`src/design/lir_pkg.sv`:
```
// ----------------------------------------------------------------------------
// lir_pkg: shared definitions for the linear interpolation resampler
// Widths, position constants and the controller/datapath command structs.
// ----------------------------------------------------------------------------
package lir_pkg;

	localparam int SAMPLE_W = 16;
	localparam int FRAC_W   = 16;
	localparam int STEP_W   = 20;
	localparam int POS_W    = 22;
	localparam int CMP_W    = POS_W + 1;
	localparam int PROD_W   = 2 * (SAMPLE_W + 1);
	localparam int SUM_W    = PROD_W + 1;

	// one input sample in Q(FRAC_W)
	localparam logic [POS_W-1:0]  ONE_POS  = POS_W'(1) << FRAC_W;
	localparam logic [CMP_W-1:0]  FOUR_POS = CMP_W'(1) << (FRAC_W + 2);
	localparam logic [STEP_W-1:0] STEP_MIN = STEP_W'(1) << (FRAC_W - 5);
	localparam logic [STEP_W-1:0] STEP_RST = STEP_W'(1) << FRAC_W;
	localparam logic [SUM_W-1:0]  HALF_LSB = SUM_W'(1) << (FRAC_W - 1);

	typedef struct packed {
		logic e_now;    // current position yields a result
		logic e_next;   // position after one more step yields a result
		logic last;     // item being worked on ends the stream
		logic out_free; // output register can take a result this cycle
	} sts_t;

	typedef struct packed {
		logic load;     // input transaction
		logic emit;     // push a sample result
		logic marker;   // push a bare end marker
		logic finish;   // item complete, update carried state
	} cmd_t;

endpackage

```
`src/design/linear_interp_resampler.sv`:
```
// ----------------------------------------------------------------------------
// linear_interp_resampler: streaming linear interpolation resampler
// One channel of signed 16-bit samples resampled by a Q4.16 phase step.
//
//   channel  dir  tdata          tlast      tuser
//   s_*      in   in_sample      in_last    -
//   m_*      out  out_sample     run_last   {stream_end, has_sample}
//   cfg_*    in   phase_step     -          -
//
// An item is accepted, then the single interpolator issues one result a cycle
// for it while m_tready does not stall; an item that causes no result is still
// closed in a step of its own. s_tready is low until the item is done.
// m_tready low stalls the sequencer; the output register holds one result.
// Reset (arst_n low) clears the stream state and sets phase_step to 1.0.
// ----------------------------------------------------------------------------
module linear_interp_resampler (
	input  logic                               clk,
	input  logic                               arst_n,
	input  logic                               cfg_wr_en,
	input  logic [lir_pkg::STEP_W-1:0]         cfg_wr_data, // phase_step
	input  logic                               s_tvalid,
	output logic                               s_tready,
	input  logic [lir_pkg::SAMPLE_W-1:0]       s_tdata,     // in_sample
	input  logic                               s_tlast,
	output logic                               m_tvalid,
	input  logic                               m_tready,
	output logic [lir_pkg::SAMPLE_W-1:0]       m_tdata,     // out_sample
	output logic                               m_tlast,
	output logic [1:0]                         m_tuser      // {stream_end, has_sample}
);

	lir_pkg::sts_t sts;
	lir_pkg::cmd_t cmd;
	logic signed [lir_pkg::SAMPLE_W-1:0] out_sample;
	logic has_sample;
	logic stream_end;

	lir_ctrl u_ctrl (
		.clk      (clk),
		.arst_n   (arst_n),
		.s_tvalid (s_tvalid),
		.sts      (sts),
		.s_tready (s_tready),
		.cmd      (cmd)
	);

	lir_dpath u_dpath (
		.clk         (clk),
		.arst_n      (arst_n),
		.cfg_wr_en   (cfg_wr_en),
		.cfg_wr_data (cfg_wr_data),
		.in_sample   ($signed(s_tdata)),
		.in_last     (s_tlast),
		.cmd         (cmd),
		.m_tready    (m_tready),
		.sts         (sts),
		.m_tvalid    (m_tvalid),
		.out_sample  (out_sample),
		.has_sample  (has_sample),
		.run_last    (m_tlast),
		.stream_end  (stream_end)
	);

	assign m_tdata = out_sample;
	assign m_tuser = {stream_end, has_sample};

endmodule

```
`src/design/lir_ctrl.sv`:
```
// ----------------------------------------------------------------------------
// lir_ctrl: resampler sequencer
// Takes one item, then steps the datapath once per result (once if none) until done.
// ----------------------------------------------------------------------------
module lir_ctrl (
	input  logic           clk,
	input  logic           arst_n,
	input  logic           s_tvalid,
	input  lir_pkg::sts_t  sts,
	output logic           s_tready,
	output lir_pkg::cmd_t  cmd
);

	typedef enum logic [0:0] {
		ST_IDLE,
		ST_RUN
	} state_t;

	state_t state_q;
	logic   ready_q;

	assign s_tready = ready_q;

	always_comb begin
		cmd      = '0;
		cmd.load = s_tvalid && ready_q;
		if (state_q == ST_RUN && sts.out_free) begin
			if (sts.e_now) begin
				cmd.emit   = 1'b1;
				cmd.finish = !sts.e_next;
			end else begin
				// nothing (more) to give; final item with no result gets a marker
				cmd.marker = sts.last;
				cmd.finish = 1'b1;
			end
		end
	end

	always_ff @(posedge clk or negedge arst_n) begin
		if (!arst_n) begin
			state_q <= ST_IDLE;
			ready_q <= 1'b1;
		end else begin
			case (state_q)
				ST_IDLE: begin
					if (cmd.load) begin
						state_q <= ST_RUN;
						ready_q <= 1'b0;
					end
				end
				ST_RUN: begin
					if (cmd.finish) begin
						state_q <= ST_IDLE;
						ready_q <= 1'b1;
					end
				end
				default: begin
					state_q <= ST_IDLE;
					ready_q <= 1'b1;
				end
			endcase
		end
	end

endmodule

```
`src/design/lir_dpath.sv`:
```
// ----------------------------------------------------------------------------
// lir_dpath: resampler datapath
// Position accumulator, interpolator (one multiply) and output register.
// ----------------------------------------------------------------------------
module lir_dpath (
	input  logic                              clk,
	input  logic                              arst_n,
	input  logic                              cfg_wr_en,
	input  logic [lir_pkg::STEP_W-1:0]        cfg_wr_data,
	input  logic signed [lir_pkg::SAMPLE_W-1:0] in_sample,
	input  logic                              in_last,
	input  lir_pkg::cmd_t                     cmd,
	input  logic                              m_tready,
	output lir_pkg::sts_t                     sts,
	output logic                              m_tvalid,
	output logic signed [lir_pkg::SAMPLE_W-1:0] out_sample,
	output logic                              has_sample,
	output logic                              run_last,
	output logic                              stream_end
);

	logic [lir_pkg::STEP_W-1:0]          step_q;
	// position of next output relative to prev_q; ONE_POS when no sample is held
	logic [lir_pkg::POS_W-1:0]           pos_q;
	logic signed [lir_pkg::SAMPLE_W-1:0] prev_q;
	logic signed [lir_pkg::SAMPLE_W-1:0] cur_q;
	logic                                last_q;
	logic                                out_valid_q;
	logic signed [lir_pkg::SAMPLE_W-1:0] out_sample_q;
	logic                                out_has_q;
	logic                                out_run_last_q;
	logic                                out_end_q;

	logic [lir_pkg::POS_W-1:0]           pos_next;
	logic signed [lir_pkg::SAMPLE_W:0]   diff;
	logic signed [lir_pkg::SAMPLE_W:0]   frac;
	logic signed [lir_pkg::PROD_W-1:0]   prod;
	logic signed [lir_pkg::SUM_W-1:0]    acc_sum;
	logic signed [lir_pkg::SAMPLE_W-1:0] interp_val;
	logic signed [lir_pkg::SAMPLE_W-1:0] res_val;

	// final item: results continue while 2*pos + step <= 4.0 (held tail included)
	function automatic logic yields(input logic [lir_pkg::POS_W-1:0] pos,
			input logic [lir_pkg::STEP_W-1:0] step, input logic last);
		logic [lir_pkg::CMP_W-1:0] twice;
		twice = {pos, 1'b0} + lir_pkg::CMP_W'(step);
		if (last)
			yields = (twice <= lir_pkg::FOUR_POS);
		else
			yields = (pos < lir_pkg::ONE_POS);
	endfunction

	assign pos_next = pos_q + lir_pkg::POS_W'(step_q);

	assign diff    = (lir_pkg::SAMPLE_W + 1)'(cur_q) - (lir_pkg::SAMPLE_W + 1)'(prev_q);
	assign frac    = $signed({1'b0, pos_q[lir_pkg::FRAC_W-1:0]});
	assign prod    = diff * frac;
	assign acc_sum = ($signed(lir_pkg::SUM_W'(prev_q)) <<< lir_pkg::FRAC_W)
		+ lir_pkg::SUM_W'(prod) + lir_pkg::HALF_LSB;
	assign interp_val = acc_sum[lir_pkg::FRAC_W +: lir_pkg::SAMPLE_W];
	assign res_val    = (pos_q < lir_pkg::ONE_POS) ? interp_val : cur_q;

	assign sts.e_now    = yields(pos_q, step_q, last_q);
	assign sts.e_next   = yields(pos_next, step_q, last_q);
	assign sts.last     = last_q;
	assign sts.out_free = !out_valid_q || m_tready;

	assign m_tvalid   = out_valid_q;
	assign out_sample = out_sample_q;
	assign has_sample = out_has_q;
	assign run_last   = out_run_last_q;
	assign stream_end = out_end_q;

	always_ff @(posedge clk or negedge arst_n) begin
		if (!arst_n) begin
			step_q      <= lir_pkg::STEP_RST;
			pos_q       <= lir_pkg::ONE_POS;
			out_valid_q <= 1'b0;
		end else begin
			if (cfg_wr_en)
				step_q <= (cfg_wr_data < lir_pkg::STEP_MIN) ? lir_pkg::STEP_MIN : cfg_wr_data;

			if (cmd.finish) begin
				if (last_q)
					pos_q <= lir_pkg::ONE_POS;
				else if (cmd.emit)
					pos_q <= pos_next - lir_pkg::ONE_POS;
				else
					pos_q <= pos_q - lir_pkg::ONE_POS;
			end else if (cmd.emit) begin
				pos_q <= pos_next;
			end

			if (cmd.emit || cmd.marker)
				out_valid_q <= 1'b1;
			else if (m_tready)
				out_valid_q <= 1'b0;
		end
	end

	always_ff @(posedge clk) begin
		if (cmd.load) begin
			cur_q  <= in_sample;
			last_q <= in_last;
		end
		if (cmd.finish && !last_q)
			prev_q <= cur_q;
		if (cmd.emit) begin
			out_sample_q   <= res_val;
			out_has_q      <= 1'b1;
			out_run_last_q <= cmd.finish;
			out_end_q      <= cmd.finish && last_q;
		end else if (cmd.marker) begin
			out_sample_q   <= '0;
			out_has_q      <= 1'b0;
			out_run_last_q <= 1'b1;
			out_end_q      <= 1'b1;
		end
	end

endmodule

```
`config.mk`:
```
export PLATFORM = sky130hd
export DESIGN_NAME = linear_interp_resampler
export DESIGN_NICKNAME = d
export VERILOG_FILES = /design/src/design/lir_pkg.sv /design/src/design/linear_interp_resampler.sv /design/src/design/lir_ctrl.sv /design/src/design/lir_dpath.sv
export SDC_FILE = /design/constraint.sdc
export NUM_CORES = 1
export LEC_CHECK = 0
export ABC_AREA = 1
export BUFFER_PORTS_ARGS = -buffer_cell sky130_fd_sc_hd__buf_2
export CORE_MARGIN = 5
export CORE_UTILIZATION = 50
export CTS_CLUSTER_DIAMETER = 100
export DETAILED_ROUTE_END_ITERATION = 7
export GPL_ROUTABILITY_DRIVEN = 0
export GPL_TIMING_DRIVEN = 0
export HOLD_SLACK_MARGIN = 0.15
export PLACE_DENSITY = 0.66
export SLEW_MARGIN = 5
export SYNTH_ARGS = -nofsm -noshare
export SYNTH_HDL_FRONTEND = slang
export SYNTH_HIERARCHICAL = 1
export SYNTH_SLANG_ARGS = --single-unit
```
`constraint.sdc`:
```
create_clock -name clk -period 9.7 [get_ports clk]
set_clock_uncertainty 0.05 [all_clocks]
set_input_delay 0.97 -clock clk [delete_from_list [all_inputs] [get_ports clk]]
set_output_delay 0.97 -clock clk [all_outputs]
set_load 0.005 [all_outputs]
```
**Yosys cells after proc, flatten, opt, wreduce, memory -nomap -nowiden**

Cells that the tools add are included.

- Register bits after elaboration: 97
- Input bits: 42
- Output and inout bits: 21
- Word-level logic and storage cells: 67

- Add/subtract/negate cells: 8
- $mul: 1
- Order comparisons: 5
- Eq/ne operators: 2
- Mux-type cells: 25
- Bitwise gates (word level): 1
- Reduce and logical (&&, ||, !) cells: 13

Operator list:

| operator | count |
|---|---|
| 22-bit 2-to-1 mux | 4 |
| 16-bit 2-to-1 mux | 3 |
| 23-bit by 20-bit adder with 23-bit output | 2 |
| 23-bit by 19-bit less-or-equal comparator with 1-bit output (second input constant) | 2 |
| 22-bit by 17-bit < comparator with 1-bit output (second input constant) | 2 |
| 22-bit by 17-bit subtractor with 22-bit output (second input constant) | 2 |
| 32-bit by 16-bit adder with 32-bit output (second input constant) | 1 |
| 32-bit adder | 1 |
| 17-bit by 17-bit multiplier with 32-bit output | 1 |
| 22-bit by 20-bit adder with 22-bit output | 1 |
| 20-bit by 12-bit < comparator with 1-bit output (second input constant) | 1 |
| 20-bit 2-to-1 mux | 1 |
| 16-bit by 16-bit subtractor with 17-bit output | 1 |
| 1-bit 2-to-1 mux | 14 |
| 2-bit nonzero test | 3 |
| 1-bit logical AND | 4 |
| 1-bit one-hot mux with 2 select lines | 2 |
| 1-bit zero test | 3 |
| 3-bit 2-to-1 mux | 1 |
| 1-bit logical OR | 2 |
| 2-bit by 1-bit inequality test with 1-bit output (second input constant) | 1 |
| 2-bit inequality test (second input constant) | 1 |
| 2-bit AND reduction | 1 |
| 1-bit inverter | 1 |

**Longest topological paths before layout**

Gate-level depths: netlist of the first run.

- Word-level depth: 10
- Depth in mapped cells: 38
- Gate-level depth less buffers: 37

**Modules after synthesis**

The synthesis of the first run kept the hierarchy.

Modules (own cells, without submodules):

| module | instances | cells each | area an instance (µm²) | seq. area each (µm²) |
|---|---|---|---|---|
| lir_dpath | 1 | 2471 | 19235.9 | 2630.0 |
| lir_ctrl | 1 | 18 | 120.1 | 51.3 |
| linear_interp_resampler | 1 | 2 | 15.0 | 0.0 |

**Worst setup path after synthesis of the first run**

OpenSTA, ideal clock, no wires.

- Path kind: reg-to-reg
- Start: register u_dpath/prev_q[0] (netlist name)
- End: register u_dpath.out_sample_q (netlist bit u_dpath/out_sample[13]) (data pin)
- Setup time: 0.262 ns
- Arrival: 7.018 ns
- Required time: 9.388 ns
- Setup slack: 2.370 ns
- Stages on the path, launching flop included: 27
- Buffers on the path: 0
- Period minus slack after synthesis: 7.330 ns
- Cell sequence: edfxtp_1 -> ha_1 -> fa_1 -> o21a_2 -> o21ai_4 -> nand3_2 -> nand3_2 -> nand2_4 -> nor2_1 -> inv_1 -> fa_1 -> fa_1 -> inv_1 -> fa_1 -> fa_1 -> inv_1 -> fa_1 -> inv_1 -> ha_1 -> a21oi_1 -> o21ai_0 -> a21oi_1 -> nor2_1 -> a2111oi_0 -> nand2_1 -> nand2_1 -> a31oi_1

- Longest elaborated chain between the ends: 6

RTL lines:

| element | line | RTL |
|---|---|---|
| start, declared | lir_dpath.sv:25 | `logic signed [lir_pkg::SAMPLE_W-1:0] prev_q;` |
| start signal, assigned | lir_dpath.sv:107 | `prev_q <= cur_q;` |
| 16-bit by 16-bit subtractor with 17-bit output | lir_dpath.sv:55 | `assign diff = (lir_pkg::SAMPLE_W + 1)'(cur_q) - (lir_pkg::SAMPLE_W + 1)'(prev_q);` |
| 17-bit by 17-bit multiplier with 32-bit output | lir_dpath.sv:57 | `assign prod = diff * frac;` |
| 32-bit adder * | lir_dpath.sv:59 | `+ lir_pkg::SUM_W'(prod) + lir_pkg::HALF_LSB;` |
| 32-bit by 16-bit adder with 32-bit output * | lir_dpath.sv:59 |  |
| 16-bit 2-to-1 mux * | lir_dpath.sv:61 | `assign res_val = (pos_q < lir_pkg::ONE_POS) ? interp_val : cur_q;` |
| 16-bit 2-to-1 mux * | lir_dpath.sv:108 | `if (cmd.emit) begin` |
| end signal, assigned | lir_dpath.sv:109 | `out_sample_q <= res_val;` |
| end, declared | lir_dpath.sv:29 | `logic signed [lir_pkg::SAMPLE_W-1:0] out_sample_q;` |

Mark *: on every way between the ends. The rest lies on a longest branch, timed or not.
A chain may end at the register's enable or synchronous reset.

**Worst setup path in the final report of the first run**

- Start: register u_dpath/cur_q[0] (netlist name)
- End: register u_dpath.out_sample_q (netlist bit u_dpath/out_sample[15]) (data pin)

- Longest elaborated chain between the ends: 6

RTL lines:

| element | line | RTL |
|---|---|---|
| start, declared | lir_dpath.sv:26 | `logic signed [lir_pkg::SAMPLE_W-1:0] cur_q;` |
| start signal, assigned | lir_dpath.sv:103 | `cur_q <= in_sample;` |
| 16-bit by 16-bit subtractor with 17-bit output | lir_dpath.sv:55 |  |
| 17-bit by 17-bit multiplier with 32-bit output | lir_dpath.sv:57 |  |
| 32-bit adder | lir_dpath.sv:59 |  |
| 32-bit by 16-bit adder with 32-bit output | lir_dpath.sv:59 |  |
| 16-bit 2-to-1 mux | lir_dpath.sv:61 |  |
| 16-bit 2-to-1 mux | lir_dpath.sv:108 |  |

No other way between the ends.

==> reports/qor.yml, run 1 <==
status: "completed"
cts_tree: "done"
setup_viol: 0
synth_top_family_by_area: "adder cells"
clock-sinks: 97
endpoint_kind: "register"
cts_hold_repair.buffers: 0
path_buf_inv: 9
drc: 0
syn_avg_cell_area_um2: 7.776
switching_share_pct: 37.10
final_area_mm2: 0.02070
arrival_ps: 8550
grt_pass1_wl_mm: 87.50
p_leak_uw: 0.01084
whs_ps: 437.8
clk_pin_slew_ps: 80
synth_edf_count: 51
tightest_slew_ps: 1118
io_buffers: 62
max_freq_ghz: 0.1181
grt_use_total_pct: 26.28
wl_met3_mm: 4.933
crit_type: "reg2reg"
postSynth.asyncResetShare_pct: 46.39
internal_power_uw: 820.1
core_area_mm2: 0.03847
slew_headroom_pct: 25.36
antenna_left: 0
drive_gt1_share_pct: 7.623
hp-class: "reg2reg"
synth-main-ff-cell: "edfxtp_1"
synth-seq-cells: 97
syn_inst: 2491
power_density_mw_per_mm2: 62.99
required_ps: 9790
vias_per_cell: 5.350
ys_seq_area_share_pct: 13.84
p_total_uw: 1304
power_frac_comb_pct: 34.3
slew_violations: 0
maxUsedRoutingLayer: "met4"
fin_nets: 3065
wl_per_cell_um: 17.44
dieArea_mm2: 0.04278
hold_viol_final: 0
cts_made_buffers: 9
layout_commonest_cell: "inv_1"
synth.area.mux_share_pct: 0
firstDrtPassIters: 6
routed_wl_mm: 53.89
seq_power_share_pct: 34.7
postCtsSetupBuffers: 0
n_fill_cell: 3688
most-common-layout-cells: "555 x inv_1, 451 x nand2_1, 288 x fa_1"
synth-xor-area-share_pct: 3.443
synth_compound_gate_area_share_pct: 8.668
worstPathMaxFanout: 10
maxCapViolCount: 0
start_kind: "register"
clkLatencyLatePin_ps: 370
htree_levels: 3
wl_met2_mm: 23.94
post-route-period-util_pct: 87.26
hpwl_mm: 45.93
start_util_pct: 50.36
clock_path_buffers: 2
slowest_stage: "fa_1"
rsz0062_at_grt: "false"
clockRootBuffer: "clkbuf_16"
crit_family: "adder cells"
diodes: 0
power_frac_clock_pct: 31.0
synthAdderAreaFrac_pct: 40.68
grt_start_max_net_pins: 46
io_pins: 63
wl_met1_mm: 23.29
ir_drop_mv: 0.06027
die_w_um: 206.8
cpPeakStageDelay_ps: 810
place_area_mm2: 0.02038
drtIter0Drc: 1497
syn-cell-area_mm2: 0.01937
multi_input_area_mm2: 0.01434
synthSimpleGateAreaFrac_pct: 21.19
vias: 16530
tns_ps: 0
rows: 72
antenna_found_initial: 0
synth_warnings: 6
die_y_um: 206.8
yosysUniqueCellTypes: 62
synth_fp_nets: 2990
p_sw_uw: 483.7
regArea_mm2: 0.002681
grt-ovfl-total: 0
area_growth_pct: 6.853
first_global_vias: 16650
post-route-min-period_ps: 8464
ctsResizeCount: 0
[routing by layer]
metal | GRT usage, % | up-vias
met4 | 8.215 | 0
met5 | 0 | -
met2 | 40.72 | 682
met1 | 37.61 | 7942
met3 | 4.999 | 99
li1 | - | 7804
[through the flow]
stage	cells	setup slack (ps)	utilization, %
2_1_floorplan	2491	2370	-
3_3_place_gp	3071	976.5	52.85
3_5_place_dp	3073	1299	52.97
4_1_cts	3089	1278	53.80
5_1_grt	3089	657.4	53.81
6_report	3089	1236	53.81
[power groups by stage]
stage	clock (uW)	combinational (uW)	sequential [uW]
after global placement	0	427	462
after detailed placement	0	436	462
after global routing	432	503	454
after CTS	416	440	453
after floorplan	0	335	455
final	404	448	453
[sequential cells by signal, indices dropped and copies added (netlist names)]
signal / flops
u_dpath/prev_q: 16
u_ctrl/state_q: 1
u_dpath/out_sample: 16
u_dpath/step_q: 20
u_dpath/pos_q: 22
u_dpath/cur_q: 16
u_ctrl/s_tready: 1
u_dpath/run_last: 1
u_dpath/has_sample: 1
u_dpath/stream_end: 1
u_dpath/m_tvalid: 1
u_dpath/last_q: 1
[path summary, 6_finish.rpt]
| kind | depth (start not counted) | slack, ps | end | from |
|---|---|---|---|---|
| min | 2 | 440 | u_dpath/has_sample | u_dpath/has_sample |
| max reg2reg | 31 | 1240 | u_dpath/out_sample[15] | u_dpath/cur_q[0] |
| max in group asynchronous | 1 | 8150 | u_dpath/pos_q[4] | arst_n |
| min in group asynchronous | 1 | 760 | u_ctrl/state_q | arst_n |
| min reg2reg | 2 | 440 | u_dpath/has_sample | u_dpath/has_sample |
| max | 31 | 1240 | u_dpath/out_sample[15] | u_dpath/cur_q[0] |
[synth_stat cells (3+ instances only)]
cell / count / area, um2
edfxtp_1: 51 / 1531
nor2_1: 290 / 1089
a21o_1: 11 / 82.58
fa_1: 288 / 5766
buf_1: 5 / 18.77
o21a_1: 8 / 60.06
nand2_2: 17 / 106.4
nor3_2: 6 / 60.06
o21bai_1: 11 / 82.58
xnor2_1: 20 / 175.2
clkinv_1: 7 / 26.28
xor2_1: 53 / 464.2
nand3_2: 10 / 100.1
nand2_4: 5 / 56.30
nand3b_1: 4 / 30.03
inv_4: 3 / 18.77
nand3_1: 91 / 455.4
a31o_2: 4 / 35.03
dfrtp_1: 42 / 1051
a21oi_1: 115 / 575.6
nor2_4: 4 / 45.04
a21oi_2: 4 / 35.03
clkbuf_1: 30 / 112.6
o22ai_1: 5 / 31.28
a31oi_1: 5 / 31.28
o21ai_0: 94 / 470.5
o21ai_1: 9 / 45.04
o211ai_1: 6 / 45.04
inv_2: 9 / 33.78
nand2_1: 451 / 1693
nor3_1: 11 / 55.05
dfstp_2: 3 / 78.83
nand4_1: 29 / 181.4
nor2_2: 16 / 100.1
ha_1: 169 / 2115
nor4_1: 3 / 18.77
buf_4: 4 / 30.03
or2_2: 8 / 50.05
inv_1: 555 / 2083
buf_2: 7 / 35.03
[worst register-to-register path: cells and delay by family (launching register included)]
family | cells | cell delay (ps)
DFF | 1 | 390
adders and majority gates | 9 | 4280
buffers and inverters | 9 | 1250
and+or+nand+nor | 8 | 860
AOI/OAI and AO/OA | 5 | 1420
[logic make-up after synthesis]
family / after synthesis
buffers and inverters: 620
DFF: 97
and+or+nand+nor: 953
AOI/OAI and AO/OA: 290
xor gates and xnor gates: 74
adders and majority gates: 457
[final cells by class]
cell class,count,area share (%)
buffer,46,0.9490
clock buffer,9,1.088
clock inverter,7,0.4534
inverter,574,10.45
multi-input combinational,1774,69.27
sequential,97,12.95
tap,518,3.131
timing repair buffer,64,1.705
No activity file was read; power rests on OpenSTA's default activity.
==> inputs of run 2 (changes only) <==
--- a/config.mk
+++ b/config.mk
@@ -5,7 +5,6 @@
 export SDC_FILE = /design/constraint.sdc
 export NUM_CORES = 1
 export LEC_CHECK = 0
-export ABC_AREA = 1
 export BUFFER_PORTS_ARGS = -buffer_cell sky130_fd_sc_hd__buf_2
 export CORE_MARGIN = 5
 export CORE_UTILIZATION = 50
@@ -14,6 +13,7 @@
 export GPL_ROUTABILITY_DRIVEN = 0
 export GPL_TIMING_DRIVEN = 0
 export HOLD_SLACK_MARGIN = 0.15
+export MAX_ROUTING_LAYER = met4
 export PLACE_DENSITY = 0.66
 export SLEW_MARGIN = 5
 export SYNTH_ARGS = -nofsm -noshare
==> constraint.sdc (replaced) <==
create_clock -name clk -period 10.25 [get_ports clk]
set_clock_uncertainty 0.05 [all_clocks]
set_input_delay 1.025 -clock clk [delete_from_list [all_inputs] [get_ports clk]]
set_output_delay 1.025 -clock clk [all_outputs]
set_load 0.005 [all_outputs]
==> reports/qor.yml, run 2 <==
r2r_setup_slack_ps: 680  # -560 ps
max_freq_ghz: 0.1045  # -12%
hp-class: "reg2reg"
grt_pass1_wl_mm: 84.75  # -3.1%
start_util_pct: 50.56  # +0.21 points
slew_headroom_pct: 27.59  # +2.2 points
status: "completed"
yosys-top-cells-count: "424 x inv_1, 288 x fa_1, 169 x ha_1"
worstHoldStart: "u_dpath/has_sample"
reg2reg_from: "u_dpath/cur_q[1]"
top_register: "u_dpath/pos_q"
first_global_vias: 15990  # -4.0%
synth-main-ff-cell: "edfxtp_1"
synth_fp_nets: 2618  # -12%
post-route-period-util_pct: 93.40  # +6.1 points
clk_pin_slew_ps: 80  # about the same
required_ps: 10390  # +600 ps
io_buffers: 62  # unchanged
yosys-top-cells-area: "fa_1 30%, ha_1 11%, inv_1 8.4%"
slowest_stage: "fa_1"
rows: 71  # -1.4%
yosysUniqueCellTypes: 92  # +48%
grt_use_total_pct: 26.43  # +0.15 points
endpoint_kind: "register"
largest_register_ffs: 22  # unchanged
hpwl_mm: 43.94  # -4.3%
slew_violations: 0  # unchanged
syn-cell-area_mm2: 0.01905  # -1.7%
top_regs: "u_dpath/pos_q x22, u_dpath/step_q x20"
drc: 0  # unchanged
synth_edf_count: 51  # unchanged
fin_nets: 2693  # -12%
syn_inst: 2119  # -15%
synth_warnings: 6  # unchanged
post-route-min-period_ps: 9574  # +1110 ps
die_w_um: 205.2  # -0.80%
cts_tree: "done"
crit_type: "reg2reg"
htree_levels: 3  # unchanged
drive_gt1_share_pct: 5.457  # -2.2 points
worstPathMaxFanout: 10  # unchanged
clock-sinks: 97  # unchanged
clock_path_buffers: 2  # unchanged
yosysTopAreaCell: "fa_1"
dieArea_mm2: 0.04209  # -1.6%
setup_viol: 0  # unchanged
path_common_cell: "fa_1"
ff2ff_path_depth: 31  # unchanged
start_kind: "register"
syn_avg_cell_area_um2: 8.988  # +16%
core_area_mm2: 0.03767  # -2.1%
antenna_found_initial: 0  # unchanged
clockRootBuffer: "clkbuf_16"
arrival_ps: 9720  # +1170 ps
clkLatencyLatePin_ps: 370  # about the same
cpPeakStageDelay_ps: 580  # -230 ps
hold_viol_final: 0  # unchanged
grt_start_max_net_pins: 46  # unchanged
most-common-layout-cells: "424 x inv_1, 288 x fa_1, 169 x ha_1"
routed_wl_mm: 52.42  # -2.7%
drtIter0Drc: 1074  # -28%
wl_per_cell_um: 19.33  # +11%
postSynth.asyncResetShare_pct: 46.39  # unchanged
tightest_slew_ps: 1086  # -32.09 ps
vias_per_cell: 5.613  # +4.9%
firstDrtPassIters: 5  # -1
whs_endpoint: "u_dpath/has_sample"
synth-seq-cells: 97  # unchanged
whs_path_depth: 1  # -1
io_pins: 63  # unchanged
antenna_left: 0  # unchanged
area_growth_pct: 6.675
grt-ovfl-total: 0  # unchanged
maxCapViolCount: 0  # unchanged
layout_commonest_cell: "inv_1"
cts_hold_repair.buffers: 0  # unchanged
die_y_um: 205.2  # -0.80%
yosys.area.top_type_share_pct: 30.27  # +0.51 points
ys_seq_area_share_pct: 14.08  # +0.24 points
r2r-end: "u_dpath/out_sample[15]"
tns_ps: 0  # unchanged
vias: 15220  # -7.9%
cts_made_buffers: 9  # unchanged
rsz0062_at_grt: "false"
yosysMostFrequentCell: "inv_1"
finish.utilization_pct: 53.94  # +0.13 points
==> run 2: cell count changes after synthesis, moves of 26 or more <==
| cell | previous run | this run |
|---|---|---|
| a21oi_1 | 115 | 65 |
| and2_1 | 1 | 141 |
| clkbuf_1 | 30 | 82 |
| inv_1 | 555 | 424 |
| nand2_1 | 451 | 159 |
| nand2b_1 | 0 | 31 |
| nand3_1 | 91 | 51 |
| nand4_1 | 29 | 3 |
| nor2_1 | 290 | 104 |
| o21ai_0 | 94 | 49 |
| xnor2_1 | 20 | 55 |
==> run 2: kinds of logic (layout without fill, tap and decap cells) <==
kind of cell / after synthesis / after routing / synth area share (%)
fa+ha+maj: 457 / 457 / 41.37
flops: 97 / 97 / 14.08
buf+inv: 512 / 592 / 10.24
mux: 26 / 26 / 1.432
other cells: 0 / 1 / 0
simple gates: 620 / 620 / 16.89
compound gates: 316 / 316 / 11.56
xor+xnor: 91 / 91 / 4.428
==> run 2: worst max-delay path, delay by kind of cell (launching register included) <==
family | cells | cell delay [ps]
AND/OR/NAND/NOR | 8 | 1970
adder cells (fa/ha/maj) | 8 | 3680
buffers and inverters | 5 | 760
AO/OA/AOI/OAI | 10 | 2410
flip-flops | 1 | 510
==> run 2: repair_timing <==
item / CTS / global route
resized for setup: 0 / 2
buffers inserted: 0 / 1
endpoints found under the setup margin: 0 / 8
==> run 2: layout make-up <==
class / instances / area, um2
Inverter: 424 / 1592
Tap cell: 511 / 639.4
Buffer: 88 / 357.8
Sequential cell: 97 / 2681
Clock inverter: 7 / 58.81
Fill cell: 3548 / 17350
Timing Repair Buffer: 64 / 325.3
Antenna cell: 1 / 2.502
Clock buffer: 9 / 225.2
Multi-Input combinational cell: 1510 / 14440
==> run 2: worst max-delay path by stage <==
stage	end	slack, ps	depth (start not counted)	start
global route	u_dpath/out_sample[4]	80	33	u_dpath/cur_q[1]
floorplan	u_dpath/out_sample[15]	2310	32	u_dpath/prev_q[1]
detailed placement	u_dpath/out_sample[9]	440	33	u_dpath/cur_q[0]
finish	u_dpath/out_sample[15]	680	31	u_dpath/cur_q[1]
global placement	u_dpath/out_sample[15]	510	33	u_dpath/cur_q[1]
CTS	u_dpath/out_sample[15]	390	33	u_dpath/cur_q[0]
==> run 2: per-layer routing <==
layer  vias up  GRT usage, %  routed length (um)
met4         0         9.569                2061
met1      7556         34.14               22200
met3       114         5.154                3972
met5         -             -                   0
li1       7002             -                   -
met2       544         41.86               24180
==> run 2: stage by stage <==
step	setup WS [ps]	hold slack, ps	area [um2]	instances
after global routing	82.19	441.6	20310	2710
after detailed placement	441.3	396.3	20010	2693
after floorplan	2309	377.8	19050	2119
after global placement	512.2	394.1	20000	2692
after CTS	388.6	421.7	20290	2709
final	676.1	416.1	20320	2711
Power of run 2 is left out: the tool's default activity adds up to more than one toggle a clock period on the data nets, which glitch-free logic cannot reach.
==> inputs of run 3 (changes only) <==
--- a/config.mk
+++ b/config.mk
@@ -5,9 +5,11 @@
 export SDC_FILE = /design/constraint.sdc
 export NUM_CORES = 1
 export LEC_CHECK = 0
+export ABC_AREA = 1
 export BUFFER_PORTS_ARGS = -buffer_cell sky130_fd_sc_hd__buf_2
 export CORE_MARGIN = 5
 export CORE_UTILIZATION = 50
+export CTS_BUF_LIST = sky130_fd_sc_hd__clkbuf_4 sky130_fd_sc_hd__clkbuf_8
 export CTS_CLUSTER_DIAMETER = 100
 export DETAILED_ROUTE_END_ITERATION = 7
 export GPL_ROUTABILITY_DRIVEN = 0
==> reports/qor.yml, run 3 (synthesized netlist as in run 1, its figures left out) <==
hold_viol_final: 0  # unchanged
layout_commonest_cell: "inv_1"
hp-class: "reg2reg"
cpPeakStageDelay_ps: 810  # +230 ps
post-route-min-period_ps: 8517  # -1057 ps
finish.utilization_pct: 53.55  # -0.39 points
tns_ps: 0  # unchanged
slew_violations: 0  # unchanged
postCtsSetupBuffers: 0  # unchanged
ctsResizeCount: 0  # unchanged
clock-sinks: 97  # unchanged
cts_made_buffers: 9  # unchanged
whs_ps: 442.5  # +26.38 ps
grt_start_max_net_pins: 46  # unchanged
worstHoldStart: "u_dpath/has_sample"
status: "completed"
start_kind: "register"
worstPathMaxFanout: 10  # unchanged
cts_tree: "done"
area_growth_pct: 6.330
final_area_mm2: 0.02060  # +1.4%
wl_per_cell_um: 17.40  # -10%
required_ps: 10400  # about the same
grt-ovfl-total: 0  # unchanged
firstDrtPassIters: 6  # +1
grt_use_total_pct: 27.03  # +0.60 points
clockRootBuffer: "clkbuf_8"
drc: 0  # unchanged
largest_register_ffs: 22  # unchanged
slowest_stage: "fa_1"
rows: 72  # +1.4%
grt_pass1_wl_mm: 87.41  # +3.1%
clkLatencyLatePin_ps: 430  # +60 ps
r2r_setup_slack_ps: 1730  # +1060 ps
rsz0062_at_grt: "false"
start_util_pct: 50.36  # -0.21 points
tightest_slew_ps: 1144  # +57.78 ps
slew_headroom_pct: 23.65  # -3.9 points
die_w_um: 206.8  # +0.81%
dieArea_mm2: 0.04278  # +1.6%
diodes: 0  # -1
ir_drop_mv: 0.05201
io_buffers: 62  # unchanged
setup_viol: 0  # unchanged
whs_path_depth: 2  # +1
core_area_mm2: 0.03847  # +2.1%
top_register: "u_dpath/pos_q"
power_density_mw_per_mm2: 55.79
drive_gt1_share_pct: 7.623  # +2.2 points
routed_wl_mm: 53.76  # +2.6%
clock_path_buffers: 2  # unchanged
top_regs: "u_dpath/pos_q x22, u_dpath/step_q x20"
finalNonFillerCells: 3089  # +14%
endpoint_kind: "register"
fin_nets: 3065  # +14%
clk_pin_slew_ps: 110  # +30 ps
most-common-layout-cells: "555 x inv_1, 451 x nand2_1, 288 x fa_1"
ff2ff_path_depth: 31  # unchanged
cts_hold_repair.buffers: 0  # unchanged
vias_per_cell: 5.363  # -4.4%
arrival_ps: 8670  # -1050 ps
antenna_found_initial: 0  # unchanged
antenna_left: 0  # unchanged
max_freq_ghz: 0.1174  # +12%
htree_levels: 3  # unchanged
place_area_mm2: 0.02038  # +1.8%
placedCellCount: 3073  # +14%
crit_type: "reg2reg"
post-route-period-util_pct: 83.10  # -10 points
drtIter0Drc: 1544  # +44%
die_y_um: 206.8  # +0.81%
hpwl_mm: 45.93  # +4.5%
first_global_vias: 16550  # +3.5%
p_leak_uw: 0.01079
maxCapViolCount: 0  # unchanged
reg2reg_from: "u_dpath/cur_q[0]"
vias: 16570  # +8.9%
r2r-end: "u_dpath/out_sample[15]"
io_pins: 63  # unchanged
whs_endpoint: "u_dpath/has_sample"
## run 3: cell types whose count changed in the layout (fill, tap and decap cells not counted), sizes merged, moves of 53 or more
cell / previous run / this run
nor2: 104 / 310
and2: 143 / 1
nand2: 160 / 473
inv: 428 / 568
a21oi: 66 / 119
## run 3: report_power, final
| group | leakage, uW | internal (uW) | switching [uW] |
|---|---|---|---|
| Clock | 0.000103 | 137 | 161 |
| Combinational | 0.00976 | 147 | 276 |
| Sequential | 0.000928 | 415 | 13.1 |
## run 3: worst max path at each step
stage / from / slack (ps) / cells after the start / end
floorplan: u_dpath/prev_q[0] / 2920 / 26 / u_dpath/out_sample[13]
global placement: u_dpath/cur_q[0] / 1530 / 27 / u_dpath/out_sample[13]
detailed placement: u_dpath/cur_q[0] / 1850 / 32 / u_dpath/out_sample[15]
CTS: u_dpath/cur_q[0] / 1830 / 32 / u_dpath/out_sample[15]
global route: u_dpath/cur_q[0] / 1220 / 32 / u_dpath/out_sample[15]
finish: u_dpath/cur_q[0] / 1730 / 31 / u_dpath/out_sample[15]
## run 3: per-stage QoR
step                      total power (uW)  setup slack, ps
after floorplan                      747.3             2920
after global placement               841.4             1526
after detailed placement             849.8             1849
after CTS                             1157             1835
after global routing                  1228             1220
final                                 1149             1733
## run 3: worst max-delay path: cells and delay by family (launching register included)
| family | cells | cell delay (ps) |
|---|---|---|
| compound gates | 5 | 1480 |
| fa+ha+maj | 9 | 4260 |
| buf+inv | 9 | 1250 |
| flops | 1 | 410 |
| simple gates | 8 | 870 |
## run 3: cell type report
class / instances / area (um2)
flip-flops and latches: 97 / 2681
clock inverters: 7 / 93.84
repair buffers: 64 / 352.8
plain buffers: 46 / 196.4
fillers: 3705 / 17870
inverters: 574 / 2162
multi-input cells: 1774 / 14340
clock buffers: 9 / 123.9
well taps: 518 / 648.1
## run 3: metal layers
metal	vias up	part of all wire (%)	GRT usage (%)
met2	653	45	40.93
li1	7802	-	-
met3	86	8.1	4.031
met1	8026	44	38.21
met5	-	0	-
met4	0	2.7	7.625
